**src/rtl/br1u_pkg.sv**
```systemverilog
`timescale 1ns / 1ps
`default_nettype none
// ----------------------------------------------------------------------------
// br1u_pkg - shared types and constants of the ByteRun1 row unpacker
// Register indexes, compression codes, field widths and the command and
// status bundles between the controller and the datapath.
// ----------------------------------------------------------------------------
package br1u_pkg;

  localparam int MAX_ROW_BYTES_DEF = 512;
  localparam int MAX_ROWS_DEF      = 8192;

  localparam int COMPRESSION_W = 8;
  localparam int ROW_BYTES_W   = 10;
  localparam int ROWS_TOTAL_W  = 14;
  localparam int CFG_DATA_W    = 14;
  localparam int CFG_INDEX_W   = 2;
  localparam int RUN_W         = 8;

  localparam logic [CFG_INDEX_W-1:0] CFG_COMPRESSION = 2'd0;
  localparam logic [CFG_INDEX_W-1:0] CFG_ROW_BYTES   = 2'd1;
  localparam logic [CFG_INDEX_W-1:0] CFG_ROWS_TOTAL  = 2'd2;

  localparam logic [COMPRESSION_W-1:0] CMP_NONE      = 8'd0;
  localparam logic [COMPRESSION_W-1:0] CMP_BYTERUN1  = 8'd1;

  // -128 header: no-op
  localparam logic [7:0] HDR_NOP = 8'h80;

  localparam logic [COMPRESSION_W-1:0] RST_COMPRESSION = CMP_NONE;
  localparam logic [ROW_BYTES_W-1:0]   RST_ROW_BYTES   = 10'd40;
  localparam logic [ROWS_TOTAL_W-1:0]  RST_ROWS_TOTAL  = 14'd200;

  typedef struct packed {
    logic step_byte;    // process the accepted input byte
    logic step_expand;  // emit the next chunk of a repeat run
    logic expand_mode;  // controller is expanding a repeat run
  } ctrl_cmd_t;

  typedef struct packed {
    logic out_free;     // output register can take a result this cycle
    logic start_expand; // current byte is a repeat data byte
    logic run_done;     // current chunk finishes the repeat run
  } dp_status_t;

endpackage

`default_nettype wire

```
**src/rtl/br1u_ctrl.sv**
```systemverilog
`timescale 1ns / 1ps
`default_nettype none
// ----------------------------------------------------------------------------
// br1u_ctrl - sequencer of the row unpacker
// Takes bytes while idle and the result register is free, and holds the
// input off while a repeat run is expanded up to two bytes per result.
// ----------------------------------------------------------------------------
module br1u_ctrl
  import br1u_pkg::*;
(
  input  wire logic       clk,
  input  wire logic       rst,
  input  wire logic       in_valid,
  output logic            in_ready,
  input  wire dp_status_t sts,
  output ctrl_cmd_t       cmd
);

  typedef enum logic [0:0] {
    S_IDLE,
    S_EXPAND
  } state_t;

  state_t state;

  always_comb begin
    in_ready        = (state == S_IDLE) && sts.out_free;
    cmd.expand_mode = (state == S_EXPAND);
    cmd.step_byte   = in_valid && in_ready;
    cmd.step_expand = (state == S_EXPAND) && sts.out_free;
  end

  always_ff @(posedge clk) begin
    if (rst) begin
      state <= S_IDLE;
    end else begin
      unique case (state)
        S_IDLE: begin
          if (cmd.step_byte && sts.start_expand) begin
            state <= S_EXPAND;
          end
        end
        S_EXPAND: begin
          if (cmd.step_expand && sts.run_done) begin
            state <= S_IDLE;
          end
        end
        default: state <= S_IDLE;
      endcase
    end
  end

endmodule

`default_nettype wire

```
**src/rtl/br1u_dpath.sv**
```systemverilog
`timescale 1ns / 1ps
`default_nettype none
// ----------------------------------------------------------------------------
// br1u_dpath - decode datapath of the row unpacker
// Config registers, decode state, row and run counters, and the result
// register.
// ----------------------------------------------------------------------------
module br1u_dpath
  import br1u_pkg::*;
#(
  parameter int MAX_ROW_BYTES = MAX_ROW_BYTES_DEF,
  parameter int MAX_ROWS      = MAX_ROWS_DEF
) (
  input  wire logic                   clk,
  input  wire logic                   rst,
  input  wire logic                   cfg_we,
  input  wire logic [CFG_INDEX_W-1:0] cfg_index,
  input  wire logic [CFG_DATA_W-1:0]  cfg_data,
  input  wire logic [7:0]             data_byte,
  input  wire logic                   source_end,
  input  wire ctrl_cmd_t              cmd,
  output dp_status_t                  sts,
  output logic                        out_valid,
  input  wire logic                   out_ready,
  output logic [7:0]                  byte_first,
  output logic [7:0]                  byte_second,
  output logic [1:0]                  byte_count,
  output logic                        row_end,
  output logic                        image_done,
  output logic                        run_last,
  output logic                        decode_error
);

  localparam int RL_W = $clog2(MAX_ROW_BYTES + 1);
  localparam int RD_W = $clog2(MAX_ROWS + 1);
  localparam int BW   = (RL_W > ROW_BYTES_W) ? RL_W : ROW_BYTES_W;
  localparam int RW   = (RD_W > ROWS_TOTAL_W) ? RD_W : ROWS_TOTAL_W;
  localparam int LW   = (RL_W > RUN_W + 1) ? RL_W : RUN_W + 1;

  typedef enum logic [1:0] {
    PH_HEADER,
    PH_LITERAL,
    PH_REPEAT
  } phase_t;

  // configuration
  logic [COMPRESSION_W-1:0] compression;
  logic [ROW_BYTES_W-1:0]   row_bytes;
  logic [ROWS_TOTAL_W-1:0]  rows_total;

  // decode state
  phase_t            phase, phase_next;
  logic [RUN_W-1:0]  run_left, run_left_next;
  logic [RL_W-1:0]   row_left, row_left_next;
  logic [RD_W-1:0]   rows_done, rows_done_next;
  logic              err, err_next;
  logic              fin, fin_next;
  logic [7:0]        hold_byte;
  logic              hold_last;

  // step signals
  logic [RW-1:0]     rt_eff;
  logic [BW-1:0]     rb_eff;
  logic              rows_empty;
  logic [RL_W-1:0]   rl_cur, rl_after;
  logic [RUN_W-1:0]  run_len, run_rem;
  logic [1:0]        req, cnt;
  logic              emit, final_step, new_err, rend, done, last_in;
  logic [7:0]        emit_byte;
  logic              has_result;

  always_comb begin
    rt_eff = (RW'(rows_total) > RW'(MAX_ROWS)) ? RW'(MAX_ROWS) : RW'(rows_total);
    rb_eff = (BW'(row_bytes) > BW'(MAX_ROW_BYTES)) ? BW'(MAX_ROW_BYTES) : BW'(row_bytes);
    rows_empty = (rt_eff == '0) || (RW'(rows_done) >= rt_eff);
  end

  always_comb begin
    phase_next       = phase;
    run_left_next    = run_left;
    row_left_next    = row_left;
    rows_done_next   = rows_done;
    err_next         = err;
    fin_next         = fin;
    rl_cur           = row_left;
    run_len          = '0;
    run_rem          = '0;
    req              = 2'd0;
    emit             = 1'b0;
    final_step       = 1'b0;
    new_err          = 1'b0;
    sts.out_free     = !out_valid || out_ready;
    sts.start_expand = 1'b0;
    sts.run_done     = 1'b0;
    emit_byte        = cmd.expand_mode ? hold_byte : data_byte;
    last_in          = cmd.expand_mode ? hold_last : source_end;

    if (!cmd.expand_mode) begin
      if (err || fin) begin
        // stream over: byte dropped
      end else if (rows_empty) begin
        fin_next = 1'b1;
      end else if (compression > CMP_BYTERUN1) begin
        new_err    = 1'b1;
        final_step = 1'b1;
      end else if (rb_eff == '0) begin
        fin_next = 1'b1;
      end else begin
        rl_cur        = (row_left == '0) ? rb_eff[RL_W-1:0] : row_left;
        row_left_next = rl_cur;
        final_step    = 1'b1;
        if (compression == CMP_NONE) begin
          phase_next = PH_HEADER;
          emit       = 1'b1;
          req        = 2'd1;
        end else begin
          unique case (phase)
            PH_HEADER: begin
              if (!data_byte[7]) begin
                run_len = {1'b0, data_byte[6:0]} + RUN_W'(1);
              end else begin
                run_len = RUN_W'(9'd257 - {1'b0, data_byte});
              end
              if (data_byte != HDR_NOP) begin
                if (LW'(run_len) > LW'(rl_cur)) begin
                  new_err = 1'b1;
                end else begin
                  phase_next    = data_byte[7] ? PH_REPEAT : PH_LITERAL;
                  run_left_next = run_len;
                end
              end
            end
            PH_LITERAL: begin
              emit          = 1'b1;
              req           = 2'd1;
              run_rem       = (run_left != '0) ? run_left - RUN_W'(1) : '0;
              run_left_next = run_rem;
              if (run_rem == '0) begin
                phase_next = PH_HEADER;
              end
            end
            PH_REPEAT: begin
              final_step       = 1'b0;
              sts.start_expand = 1'b1;
            end
            default: phase_next = PH_HEADER;
          endcase
        end
      end
    end else begin
      emit          = 1'b1;
      req           = (run_left >= RUN_W'(2)) ? 2'd2 : 2'd1;
      run_rem       = run_left - RUN_W'(req);
      run_left_next = run_rem;
      if (run_rem == '0) begin
        phase_next   = PH_HEADER;
        final_step   = 1'b1;
        sts.run_done = 1'b1;
      end
    end

    // row bookkeeping for emitted bytes
    cnt      = (LW'(req) > LW'(rl_cur)) ? rl_cur[1:0] : req;
    rl_after = rl_cur - RL_W'(cnt);
    rend     = emit && (cnt != 2'd0) && (rl_after == '0);
    done     = rend && ((RW'(rows_done) + RW'(1)) >= rt_eff);
    if (emit) begin
      row_left_next = rl_after;
    end
    if (rend) begin
      rows_done_next = rows_done + RD_W'(1);
    end
    if (done) begin
      fin_next = 1'b1;
    end

    // early end of source
    if (final_step && !new_err && last_in && !(fin || done)) begin
      new_err = 1'b1;
    end
    if (new_err) begin
      err_next = 1'b1;
    end
    has_result = emit || new_err;
  end

  always_ff @(posedge clk) begin
    if (rst) begin
      compression <= RST_COMPRESSION;
      row_bytes   <= RST_ROW_BYTES;
      rows_total  <= RST_ROWS_TOTAL;
      phase       <= PH_HEADER;
      run_left    <= '0;
      row_left    <= '0;
      rows_done   <= '0;
      err         <= 1'b0;
      fin         <= 1'b0;
      out_valid   <= 1'b0;
    end else begin
      if (cfg_we) begin
        unique case (cfg_index)
          CFG_COMPRESSION: compression <= cfg_data[COMPRESSION_W-1:0];
          CFG_ROW_BYTES:   row_bytes   <= cfg_data[ROW_BYTES_W-1:0];
          CFG_ROWS_TOTAL:  rows_total  <= cfg_data[ROWS_TOTAL_W-1:0];
          default: ;
        endcase
      end
      if (cmd.step_byte || cmd.step_expand) begin
        phase     <= phase_next;
        run_left  <= run_left_next;
        row_left  <= row_left_next;
        rows_done <= rows_done_next;
        err       <= err_next;
        fin       <= fin_next;
      end
      if ((cmd.step_byte || cmd.step_expand) && has_result) begin
        out_valid <= 1'b1;
      end else if (out_ready) begin
        out_valid <= 1'b0;
      end
    end
  end

  // payload registers
  always_ff @(posedge clk) begin
    if (cmd.step_byte) begin
      hold_byte <= data_byte;
      hold_last <= source_end;
    end
    if ((cmd.step_byte || cmd.step_expand) && has_result) begin
      byte_first   <= (cnt != 2'd0) ? emit_byte : 8'd0;
      byte_second  <= (cnt == 2'd2) ? emit_byte : 8'd0;
      byte_count   <= cnt;
      row_end      <= rend;
      image_done   <= done;
      run_last     <= final_step;
      decode_error <= new_err;
    end
  end

endmodule

`default_nettype wire

```
**src/rtl/byterun1_row_unpacker_core.sv**
```systemverilog
`timescale 1ns / 1ps
`default_nettype none
// ----------------------------------------------------------------------------
// byterun1_row_unpacker_core - ByteRun1 (PackBits) plane row unpacker
// Takes a compressed image body one byte per transaction and returns the
// decoded plane row bytes, up to two per result transaction.
// ----------------------------------------------------------------------------
// Timing: a pass-through or literal byte shows its result in the cycle after
//   the input transaction; headers give no result unless they fault.
// Throughput: one byte per cycle while the result register drains; a repeat
//   data byte is taken in a setup step, then expanded up to two bytes per
//   result, and holds the input off meanwhile.
// Reset (rst, synchronous): registers back to compression 0, row_bytes 40,
//   rows_total 200; decoder waits for a header, error and done flags clear.
// ----------------------------------------------------------------------------
module byterun1_row_unpacker_core
  import br1u_pkg::*;
#(
  parameter int MAX_ROW_BYTES = MAX_ROW_BYTES_DEF,
  parameter int MAX_ROWS      = MAX_ROWS_DEF
) (
  input  wire logic                   clk,
  input  wire logic                   rst,
  // configuration write port
  input  wire logic                   cfg_we,
  input  wire logic [CFG_INDEX_W-1:0] cfg_index,
  input  wire logic [CFG_DATA_W-1:0]  cfg_data,
  // compressed byte stream
  input  wire logic                   in_valid,
  output logic                        in_ready,
  input  wire logic [7:0]             data_byte,
  input  wire logic                   source_end,
  // decoded row bytes
  output logic                        out_valid,
  input  wire logic                   out_ready,
  output logic [7:0]                  byte_first,
  output logic [7:0]                  byte_second,
  output logic [1:0]                  byte_count,
  output logic                        row_end,
  output logic                        image_done,
  output logic                        run_last,
  output logic                        decode_error
);

  ctrl_cmd_t  cmd;
  dp_status_t sts;

  // Sequencer: idle / expanding a repeat run. Input is taken only while
  // idle and the result register is free (or draining this cycle).
  br1u_ctrl u_ctrl (
    .clk      (clk),
    .rst      (rst),
    .in_valid (in_valid),
    .in_ready (in_ready),
    .sts      (sts),
    .cmd      (cmd)
  );

  // Datapath: config registers, header decode, row/run counters, sticky
  // error and finish flags, and the registered result.
  br1u_dpath #(
    .MAX_ROW_BYTES (MAX_ROW_BYTES),
    .MAX_ROWS      (MAX_ROWS)
  ) u_dpath (
    .clk          (clk),
    .rst          (rst),
    .cfg_we       (cfg_we),
    .cfg_index    (cfg_index),
    .cfg_data     (cfg_data),
    .data_byte    (data_byte),
    .source_end   (source_end),
    .cmd          (cmd),
    .sts          (sts),
    .out_valid    (out_valid),
    .out_ready    (out_ready),
    .byte_first   (byte_first),
    .byte_second  (byte_second),
    .byte_count   (byte_count),
    .row_end      (row_end),
    .image_done   (image_done),
    .run_last     (run_last),
    .decode_error (decode_error)
  );

  // A repeat data byte must hold off further input on the next cycle.
  a_expand_blocks_input: assert property (@(posedge clk) disable iff (rst)
    (cmd.step_byte && sts.start_expand) |=> !in_ready)
    else $error("input taken while a repeat run expands");

  // An error closes the stream: it is always the last result of its byte.
  a_error_is_last: assert property (@(posedge clk) disable iff (rst)
    (out_valid && decode_error) |-> run_last)
    else $error("error result not marked last");

  // Image completion only ever comes with the end of a non-empty row.
  a_done_ends_row: assert property (@(posedge clk) disable iff (rst)
    (out_valid && image_done) |-> (row_end && byte_count != 2'd0))
    else $error("image done without row end");

endmodule

`default_nettype wire
```
**config.mk**
```make
export PLATFORM = sky130hd
export DESIGN_NAME = byterun1_row_unpacker_core
export DESIGN_NICKNAME = d
export VERILOG_FILES = /design/src/rtl/br1u_pkg.sv /design/src/rtl/br1u_ctrl.sv /design/src/rtl/br1u_dpath.sv /design/src/rtl/byterun1_row_unpacker_core.sv
export SDC_FILE = /design/constraint.sdc
export NUM_CORES = 1
export LEC_CHECK = 0
export BUFFER_PORTS_ARGS = -buffer_cell sky130_fd_sc_hd__buf_4
export CORE_AREA = 3 3 171 123
export DETAILED_ROUTE_END_ITERATION = 8
export DIE_AREA = 0 0 174 126
export SLEW_MARGIN = 5
export SYNTH_ARGS = -nofsm -noshare
export SYNTH_HDL_FRONTEND = slang
export SYNTH_HIERARCHICAL = 1
export SYNTH_SLANG_ARGS = --single-unit
export TNS_END_PERCENT = 50
```
**constraint.sdc**
```tcl
create_clock -name clk -period 6.68 [get_ports clk]
set_input_delay 0.668 -clock clk [delete_from_list [all_inputs] [get_ports clk]]
set_output_delay 0.668 -clock clk [all_outputs]
set_load 0.005 [all_outputs]
```
==> results of run 1 <==
[cell usage after synthesis (10+ instances only)]
| master | instances |
|---|---|
| sky130_fd_sc_hd__nand3_1 | 18 |
| sky130_fd_sc_hd__a31oi_1 | 10 |
| sky130_fd_sc_hd__a31o_1 | 10 |
| sky130_fd_sc_hd__xor2_1 | 15 |
| sky130_fd_sc_hd__nand4_1 | 12 |
| sky130_fd_sc_hd__nor2_1 | 90 |
| sky130_fd_sc_hd__ha_1 | 50 |
| sky130_fd_sc_hd__o21ai_0 | 28 |
| sky130_fd_sc_hd__edfxtp_1 | 31 |
| sky130_fd_sc_hd__nand2b_1 | 10 |
| sky130_fd_sc_hd__inv_1 | 28 |
| sky130_fd_sc_hd__a21oi_1 | 74 |
| sky130_fd_sc_hd__o211ai_1 | 10 |
| sky130_fd_sc_hd__clkbuf_1 | 29 |
| sky130_fd_sc_hd__dfxtp_1 | 70 |
| sky130_fd_sc_hd__nand2_1 | 98 |
| sky130_fd_sc_hd__mux2i_1 | 32 |
| sky130_fd_sc_hd__nor3_1 | 27 |
| sky130_fd_sc_hd__xnor2_1 | 11 |
| sky130_fd_sc_hd__and3_1 | 12 |
[critical path, delay by kind of cell (launching register included)]
kind | cells | cell delay [ns]
AND/OR/NAND/NOR | 11 | 2.51
AO/OA/AOI/OAI | 7 | 1.50
adder cells (fa/ha/maj) | 3 | 1.18
buffers and inverters | 3 | 0.47
flip-flops | 1 | 0.38
[logic make-up (layout without fill, tap and decap cells)]
| kind of cell | Yosys count | in the layout | synth area share [%] |
|---|---|---|---|
| flip-flops | 101 | 101 | 34.2 |
| XOR/XNOR | 26 | 26 | 3.34 |
| AO/OA/AOI/OAI | 188 | 189 | 18.4 |
| adder cells (fa/ha/maj) | 52 | 52 | 9.77 |
| buffers and inverters | 66 | 109 | 3.91 |
| AND/OR/NAND/NOR | 337 | 337 | 25.0 |
| multiplexers | 36 | 36 | 5.36 |
[power by group]
part / total, W / switching [W] / internal [W]
clock network: 0.000515 / 0.000255 / 0.000260
logic: 0.000965 / 0.000576 / 0.000388
registers: 0.000755 / 0.0000522 / 0.000703
total: 0.00223 / 0.000884 / 0.00135
[worst paths after layout]
path / startpoint / end / slack (ns) / depth (start not counted)
worst min-delay path: u_dpath/rows_total[0] / u_dpath/rows_total[0] / 0.47 / 2
worst max register to register: u_dpath/rows_total[13] / u_dpath/rows_done[7] / 0.50 / 24
worst max-delay path: u_dpath/rows_total[13] / u_dpath/rows_done[7] / 0.50 / 24
worst min register to register: u_dpath/rows_total[0] / u_dpath/rows_total[0] / 0.47 / 2
[layer usage]
metal | GRT usage [%] | part of all wire [%] | up-vias
li1 | - | - | 3023
met1 | 28.3 | 55 | 2841
met2 | 21.1 | 36 | 252
met3 | 4.82 | 8.3 | 14
met4 | 2.84 | 1.0 | 0
met5 | 0 | 0 | -
[sequential cells by signal, indices dropped and copies added (netlist names)]
signal / flops
u_dpath/rows_done: 14
u_dpath/rows_total: 14
u_dpath/row_bytes: 10
u_dpath/row_left: 10
u_dpath/byte_first: 8
u_dpath/byte_second: 8
u_dpath/compression: 8
u_dpath/hold_byte: 8
u_dpath/run_left: 8
u_dpath/byte_count: 2
u_dpath/phase: 2
u_ctrl/state: 1
u_dpath/decode_error: 1
u_dpath/err: 1
u_dpath/fin: 1
u_dpath/hold_last: 1
u_dpath/image_done: 1
u_dpath/out_valid: 1
u_dpath/row_end: 1
u_dpath/run_last: 1
[final cells by class]
class                   count  area, µm²
well taps                 270        338
multi-input cells         640       4270
repair inverters            1       7.51
flip-flops and latches    101       2330
clock inverters             6       52.6
fillers                  1989      11800
inverters                  29        113
repair buffers             63        473
clock buffers              10        229
[per-stage QoR]
stage | utilization (%) | cells | hold WS, ns
after floorplan | - | 806 | 0.445
after global placement | 38.1 | 1101 | 0.458
after detailed placement | 38.1 | 1101 | 0.460
after CTS | 39.6 | 1117 | 0.471
after global routing | 39.9 | 1120 | 0.495
final | 39.9 | 1120 | 0.470
[timing repair]
action,CTS,global route
endpoints found under the hold margin,0,0
setup buffers,0,1
endpoints found under the setup margin,0,39
gates resized for setup,0,11
==> impl_summary.md, run 1 <==
Die
The cell row count is 43. The area inside the core boundary is 19600 µm². The height of the chip is 126 µm. The initial utilization of the core area, before any placement, comes to 34.8%.

The die covers 21900 µm². The count of pins on the block boundary is 54. The die width is 174 µm.

Clocking
The later pin in the worst-skew pair is clocked with a latency of roughly 0.36 ns. The CTS tree is built. The number of buffers inserted during clock tree synthesis is 9. The tree is rooted in a sky130_fd_sc_hd__clkbuf_16.

The maximum buffer depth of the clock tree is 2. For this design, the CTS-stage hold fixing added 0 buffers. The number of sinks driven by the clock tree is 101. The number of H-tree levels is 3. After clock tree synthesis, the clock-pin slew on the worst setup and hold paths is 0.08 ns.

Detailed routing
The first detailed-routing pass ran for 5 iterations. The via density per instance is between 5 and 6. The detailed-route via count is 6130.

The number of design-rule violations left by the first detailed-router iteration is 649. In the routed design, unresolved DRC markers number 0. The sum of routed wire length over all layers is roughly 19000 µm. In this run the remaining antenna-violating nets after routing total 0.

The mean routed wirelength per cell is ~17 µm.

Finish
The fraction of final layout cells with drive strength greater than 1 is between 10% and 20%. The area growth from synthesis to layout is 14.7%. In the layout the commonest cells are sky130_fd_sc_hd__nand2_1, sky130_fd_sc_hd__nor2_1, sky130_fd_sc_hd__a21oi_1, sky130_fd_sc_hd__dfxtp_1, sky130_fd_sc_hd__buf_4. The number of antenna diodes in the final layout is 0. The final layout contains between 900 and 1k nets. The library cell used most frequently in the layout, excluding fill and tap cells, is sky130_fd_sc_hd__nand2_1. The post-route standard cell area excluding fillers is 7820 µm².

Worst setup path
The worst-path cell with the longest stage delay is sky130_fd_sc_hd__fa_1. The maximum cell stage delay along the critical path is 0.57 ns. The arrival time at the worst endpoint is roughly 6.4 ns. The signal on the critical path passes through clkinvlp_4 > nand2_1 > ha_1 > nand4_1 > or3_1 > a31oi_4 > nor4_2 > or2_2 > o21ai_0 > ha_1 > a21oi_1 > nand4_2 > and2_1 > nor2_1 > inv_1 > fa_1 > nand2_1 > a2111oi_0 > o2111ai_1 > nor3_1 > and4_2 > buf_4 > a21oi_1 > a31o_1.

Data on the critical path is required at its endpoint by roughly 6.9 ns. The worst setup path is of the reg -> reg kind. The peak fanout along the critical path is 12. The worst setup path is captured at a flop. The worst setup path is launched from a flop.

GRT
The number of antenna violations at the first check in global routing is 0. Entering global routing, the biggest net connects 63 pins. In the global route stage, overall resource usage came out at 17.0%.

The total grt overflow is 0. The number of global-route vias before repair is 5371. The first-pass GRT wire length is 30000 µm.

Yosys
After synthesis, the largest area contributor takes up 20.6% of total cell area. The average instance area after synthesis is 8.46 µm². In this run, distinct cell masters in the synthesized netlist total 82.

The async set-reset flop share out of synthesis is 0%. During synthesis, Yosys emitted a total of 6 warnings. The number of enable-type register cells in the synthesized netlist is 31. The net count of the mapped netlist is 888. The flop and latch count out of synthesis is slightly above 100. The instance count of the mapped netlist is a little over 800. Ranked by total cell area, the synthesized netlist is headed by sky130_fd_sc_hd__dfxtp_1, sky130_fd_sc_hd__edfxtp_1, sky130_fd_sc_hd__ha_1. The dominant synthesized flop cell is sky130_fd_sc_hd__dfxtp_1. The sequential-to-total area share from yosys stat is 34.2%.

The cell type with the highest aggregate area in the netlist is sky130_fd_sc_hd__dfxtp_1. The combined area of all synthesized cells is 6820 µm².

Power
The post-layout total power is 0.00223 W. The maximum vdd ir drop is 116 µV. The ratio of total power to cell area is 286 nW/µm². The analysis attributes to cell leakage a power of around 3.2 nW.

Placed design
During placement, the flow inserted port buffers numbering 53. The placement-stage worst setup slack is 0.138 ns. After detailed placement, the total cell area comes to roughly 7500 µm². At the end of routability-driven placement, the weighted congestion stood at 0.897.

Detailed placement ended at an HPWL of 13800 µm.

Timing
Headroom to the max-slew limit came out at 40.6%. The clock arrives with 0.00788 ns of skew. The final critical path takes up around 93% of the cycle.

Timing would allow up to 0.162 GHz. The number of hold-slack violations in the final timing report is 0. For the finished layout, the period the worst path requires is just over 6 ns. At the pin with the least slew margin, the transition time is just under 0.9 ns. Setup repair after global routing left no endpoint under its margin.

The worst path setup slack after routing is just under 0.5 ns. Setup violations remaining at the end of the flow were counted as 0. The total negative slack is 0 ns.

The max-slew violation total from the final report is 0.

Hold path
The class of the tightest hold or removal check is reg -> reg.

Run status
The flow ran to the end, and the final reports show no timing, DRC or antenna violations.

Run
The tool flagged a number of max-cap violations equal to 0.
Note: power is estimated with default switching activity, not from simulation.
==> run 2, diff against run 1 <==
--- a/config.mk
+++ b/config.mk
@@ -8,5 +8,5 @@
 export BUFFER_PORTS_ARGS = -buffer_cell sky130_fd_sc_hd__buf_4
-export CORE_AREA = 3 3 171 123
+export CORE_AREA = 3 3 161 116
 export DETAILED_ROUTE_END_ITERATION = 8
-export DIE_AREA = 0 0 174 126
+export DIE_AREA = 0 0 164 119
 export SLEW_MARGIN = 5
==> constraint.sdc (replaced) <==
create_clock -name clk -period 6.68 [get_ports clk]
set_input_delay 0.334 -clock clk [delete_from_list [all_inputs] [get_ports clk]]
set_output_delay 0.334 -clock clk [all_outputs]
set_load 0.005 [all_outputs]
==> run 2 against run 1 <==
  * Die area down 11%
  * Sequential share of layout area rose by 0.25 points
  * Global-route usage rose by 1.7 points
  * Cell area is 0.83% lower
  * Final cell count down 3.5%
  * Routed wire length decreased by 2.1%
  * Clock-buffer cell count is 1 lower
  * Sequential power barely moved
  * Sequential cell count stayed put
  * Non-clock buffer count did not move
==> impl_summary.md, run 2 (same netlist as run 1, synthesis figures left out) <==
Clocking
The clock-pin slew on the worst setup and hold paths is 0.07 ns (about the same). The number of H-tree levels came to 3 (unchanged). The number of buffers inserted during clock tree synthesis came to 9 (unchanged).

The root buffer cell chosen for the clock tree is sky130_fd_sc_hd__clkbuf_16. The maximum buffer depth of the clock tree came to 2 (unchanged). The number of sinks driven by the clock tree is 101 (unchanged).

The number of buffers inserted for hold repair after clock tree synthesis is 0 (unchanged). The clock latency on the worst-skew pair was 0.35 ns (about the same). The CTS tree is built.

Worst setup path
The number of buffers and inverters on the critical path was 3 (unchanged). STA classifies the critical path endpoint as a flop. The arrival time at the worst endpoint is 6.40 ns (-0.04 ns).

STA classifies the critical path startpoint as a flop. The peak fanout along the critical path is 12 (unchanged). The critical path goes through clkinvlp_4 > nand2_1 > ha_1 > nand4_1 > or3_1 > a31oi_4 > nor4_2 > or2_2 > o21ai_0 > ha_1 > a21oi_1 > nand4_2 > and2_1 > nor2_1 > inv_1 > fa_1 > nand2_1 > a2111oi_0 > o2111ai_1 > nor3_1 > and4_2 > buf_4 > mux2i_1 > nor2_1. The largest delay contributor family on the critical path is simple AND/OR/NAND/NOR gates. The maximum cell stage delay along the critical path is 0.57 ns (about the same). Among all stages on the critical path, the largest delay is contributed by sky130_fd_sc_hd__fa_1. The critical path data required time is 6.90 ns (-0.03 ns).

The category of the most critical setup path is reg -> reg.

Detailed routing
The detailed-route via count is 6114 (-0.26%). The first-pass iteration count of the detailed router came to 5 (unchanged). The sum of routed wire length over all layers is 18400 µm (-2.1%). The mean routed wirelength per cell is 17.0 µm (+1.4%). The total DRC errors in the routed layout is 0 (unchanged). The remaining antenna violation count is 0 (unchanged). The via density per instance is 5.66 (+3.3%). The number of design-rule violations left by the first detailed-router iteration came to 701 (+8.0%).

Timing
The worst path setup slack after routing is 0.502 ns (+0.00574 ns). The number of failing setup endpoints in the final timing report is 0 (unchanged). The post-route worst hold slack came to 0.171 ns (-0.299 ns). The worst-case headroom to the max-slew limit is 47.8% (+7.3 points). The total negative slack is 0 ns (unchanged). The number of hold-slack violations in the final timing report is 0 (unchanged). The minimum clock period came to 6.18 ns (-0.00574 ns). The maximum clock skew at final layout was 0.00740 ns (-0.000486 ns). The pin slew with the least headroom to its limit was 0.781 ns (-0.109 ns). The timing-limited maximum frequency was 0.162 GHz (about the same). Setup repair after global routing left no endpoint under its margin. The fraction of the cycle the final worst path needs was 92.5% (about the same). The max-slew violation total from the final report was 0 (unchanged).

Die
The cell row count is 40 (-7.0%). The die width is 164 µm (-5.7%). The count of pins on the block boundary is 54 (unchanged).

The effective utilization at floorplan came to 39.7% (+4.9 points). The height of the chip is 119 µm (-5.6%). The area inside the core boundary is 17200 µm² (-12%).

The die footprint is 19500 µm² (-11%).

GRT
The first-pass GRT wire length is 29200 µm (-2.7%). The total grt overflow is 0 (unchanged). The largest net degree at the start of global routing is 63 (unchanged).

The number of antenna violations at the first check in global routing is 0 (unchanged). The global-route total usage across every layer was 18.8% (+1.7 points). The number of global-route vias before repair is 5224 (-2.7%).

Finish
The number of nets in the finished design was 927 (unchanged). The antenna diode count is 0 (unchanged). The fraction of final layout cells with drive strength greater than 1 is 14.1% (-0.12 points).

The post-route standard cell area excluding fillers is 7750 µm² (-0.83%). The top cell types in the final layout, fill and taps aside, are sky130_fd_sc_hd__nand2_1, sky130_fd_sc_hd__nor2_1, sky130_fd_sc_hd__a21oi_1, sky130_fd_sc_hd__dfxtp_1, sky130_fd_sc_hd__buf_4. Compared with the post-synthesis result, the final layout area differs by 13.7%. The most common cell after layout, fill and taps aside is sky130_fd_sc_hd__nand2_1.

The largest registers in the layout are u_dpath/rows_done (14), u_dpath/rows_total (14). The final-layout fill cell count was 1686 (-15%).

Placed design
The total placed instance area is 7420 µm² (-0.65%). The count of buffers inserted at the top-level ports is 53 (unchanged). The sum of net half-perimeters after detailed placement was 13600 µm (-1.5%). The placement-stage worst setup slack is 0.173 ns (+0.0350 ns).

The final estimated routing congestion in global placement is 0.904 (+0.71%).

Power
The maximum vdd ir drop came to 143 µV (+24%). The ratio of total power to cell area came to 287 nW/µm² (+0.47%). The static leakage is 3.19 nW (about the same).

Hold path
The tightest min-delay check is of the in -> reg type.

Run status
The run finished with clean final reports.

Run
The number of maximum-capacitance constraint violations is 0 (unchanged).
run 2: changes by cell type in the layout (fill, tap and decap cells not counted):
cell                         previous run  this run
sky130_fd_sc_hd__clkinvlp_4             4         3
sky130_fd_sc_hd__inv_6                  3         2
sky130_fd_sc_hd__clkinv_4               0         2
sky130_fd_sc_hd__a311oi_4               1         0
sky130_fd_sc_hd__a31oi_2                1         0
sky130_fd_sc_hd__a31oi_1                9        10
sky130_fd_sc_hd__clkinv_1               1         2
sky130_fd_sc_hd__clkbuf_1               1         0
sky130_fd_sc_hd__a311oi_2               0         1
run 2: routing by layer:
| layer | GRT usage (%) | share of wire, % | up-vias |
|---|---|---|---|
| met1 | 32.5 | 56 | 2844 |
| met2 | 22.4 | 36 | 236 |
| met4 | 3.91 | 0.77 | 0 |
| li1 | - | - | 3025 |
| met5 | 0 | 0 | - |
| met3 | 4.10 | 7.2 | 9 |
run 2: metrics by stage:
step | power [W] | cells | utilization, %
CTS | 0.00222 | 1078 | 44.8
floorplan | 0.00143 | 806 | -
finish | 0.00223 | 1081 | 45.1
detailed placement | 0.00169 | 1062 | 43.2
global route | 0.00238 | 1081 | 45.1
global placement | 0.00170 | 1062 | 43.2
run 2: timing repair:
action | in CTS | in global routing
buffers inserted | 0 | 1
endpoints found under the setup margin | 0 | 39
resized for setup | 0 | 9
run 2: area by class of cell:
type                       instances  area (µm²)  share of cell area (%)
multi-input combinational        640        4250                    54.9
sequential                       101        2330                    30.1
timing repair buffer              63         473                    6.10
tap                              231         289                    3.73
clock buffer                       9         225                    2.91
inverter                          29         113                    1.45
clock inverter                     7        57.6                   0.743
timing repair inverter             1        7.51                  0.0969
run 2: worst paths after layout:
kind	start	end	slack, ns	cells after the start
worst min register to register	u_dpath/rows_total[5]	u_dpath/rows_total[5]	0.48	2
worst min-delay path	source_end	u_dpath/hold_last	0.17	1
worst max register to register	u_dpath/rows_total[13]	u_dpath/rows_done[1]	0.50	24
worst max-delay path	u_dpath/rows_total[13]	u_dpath/rows_done[1]	0.50	24
run 2: worst register-to-register path, delay by kind of cell (launching register included):
family,cells,cell delay (ns)
AOI/OAI and AO/OA,5,1.21
adders and majority gates,3,1.20
buffers and inverters,3,0.48
DFF,1,0.38
muxes,1,0.21
and+or+nand+nor,12,2.57
run 2: power breakdown:
group,internal (W),switching (W),total [W]
clock,0.000258,0.000251,0.000509
combinational,0.000386,0.000577,0.000963
sequential,0.000703,0.0000514,0.000754
total,0.00135,0.000879,0.00223
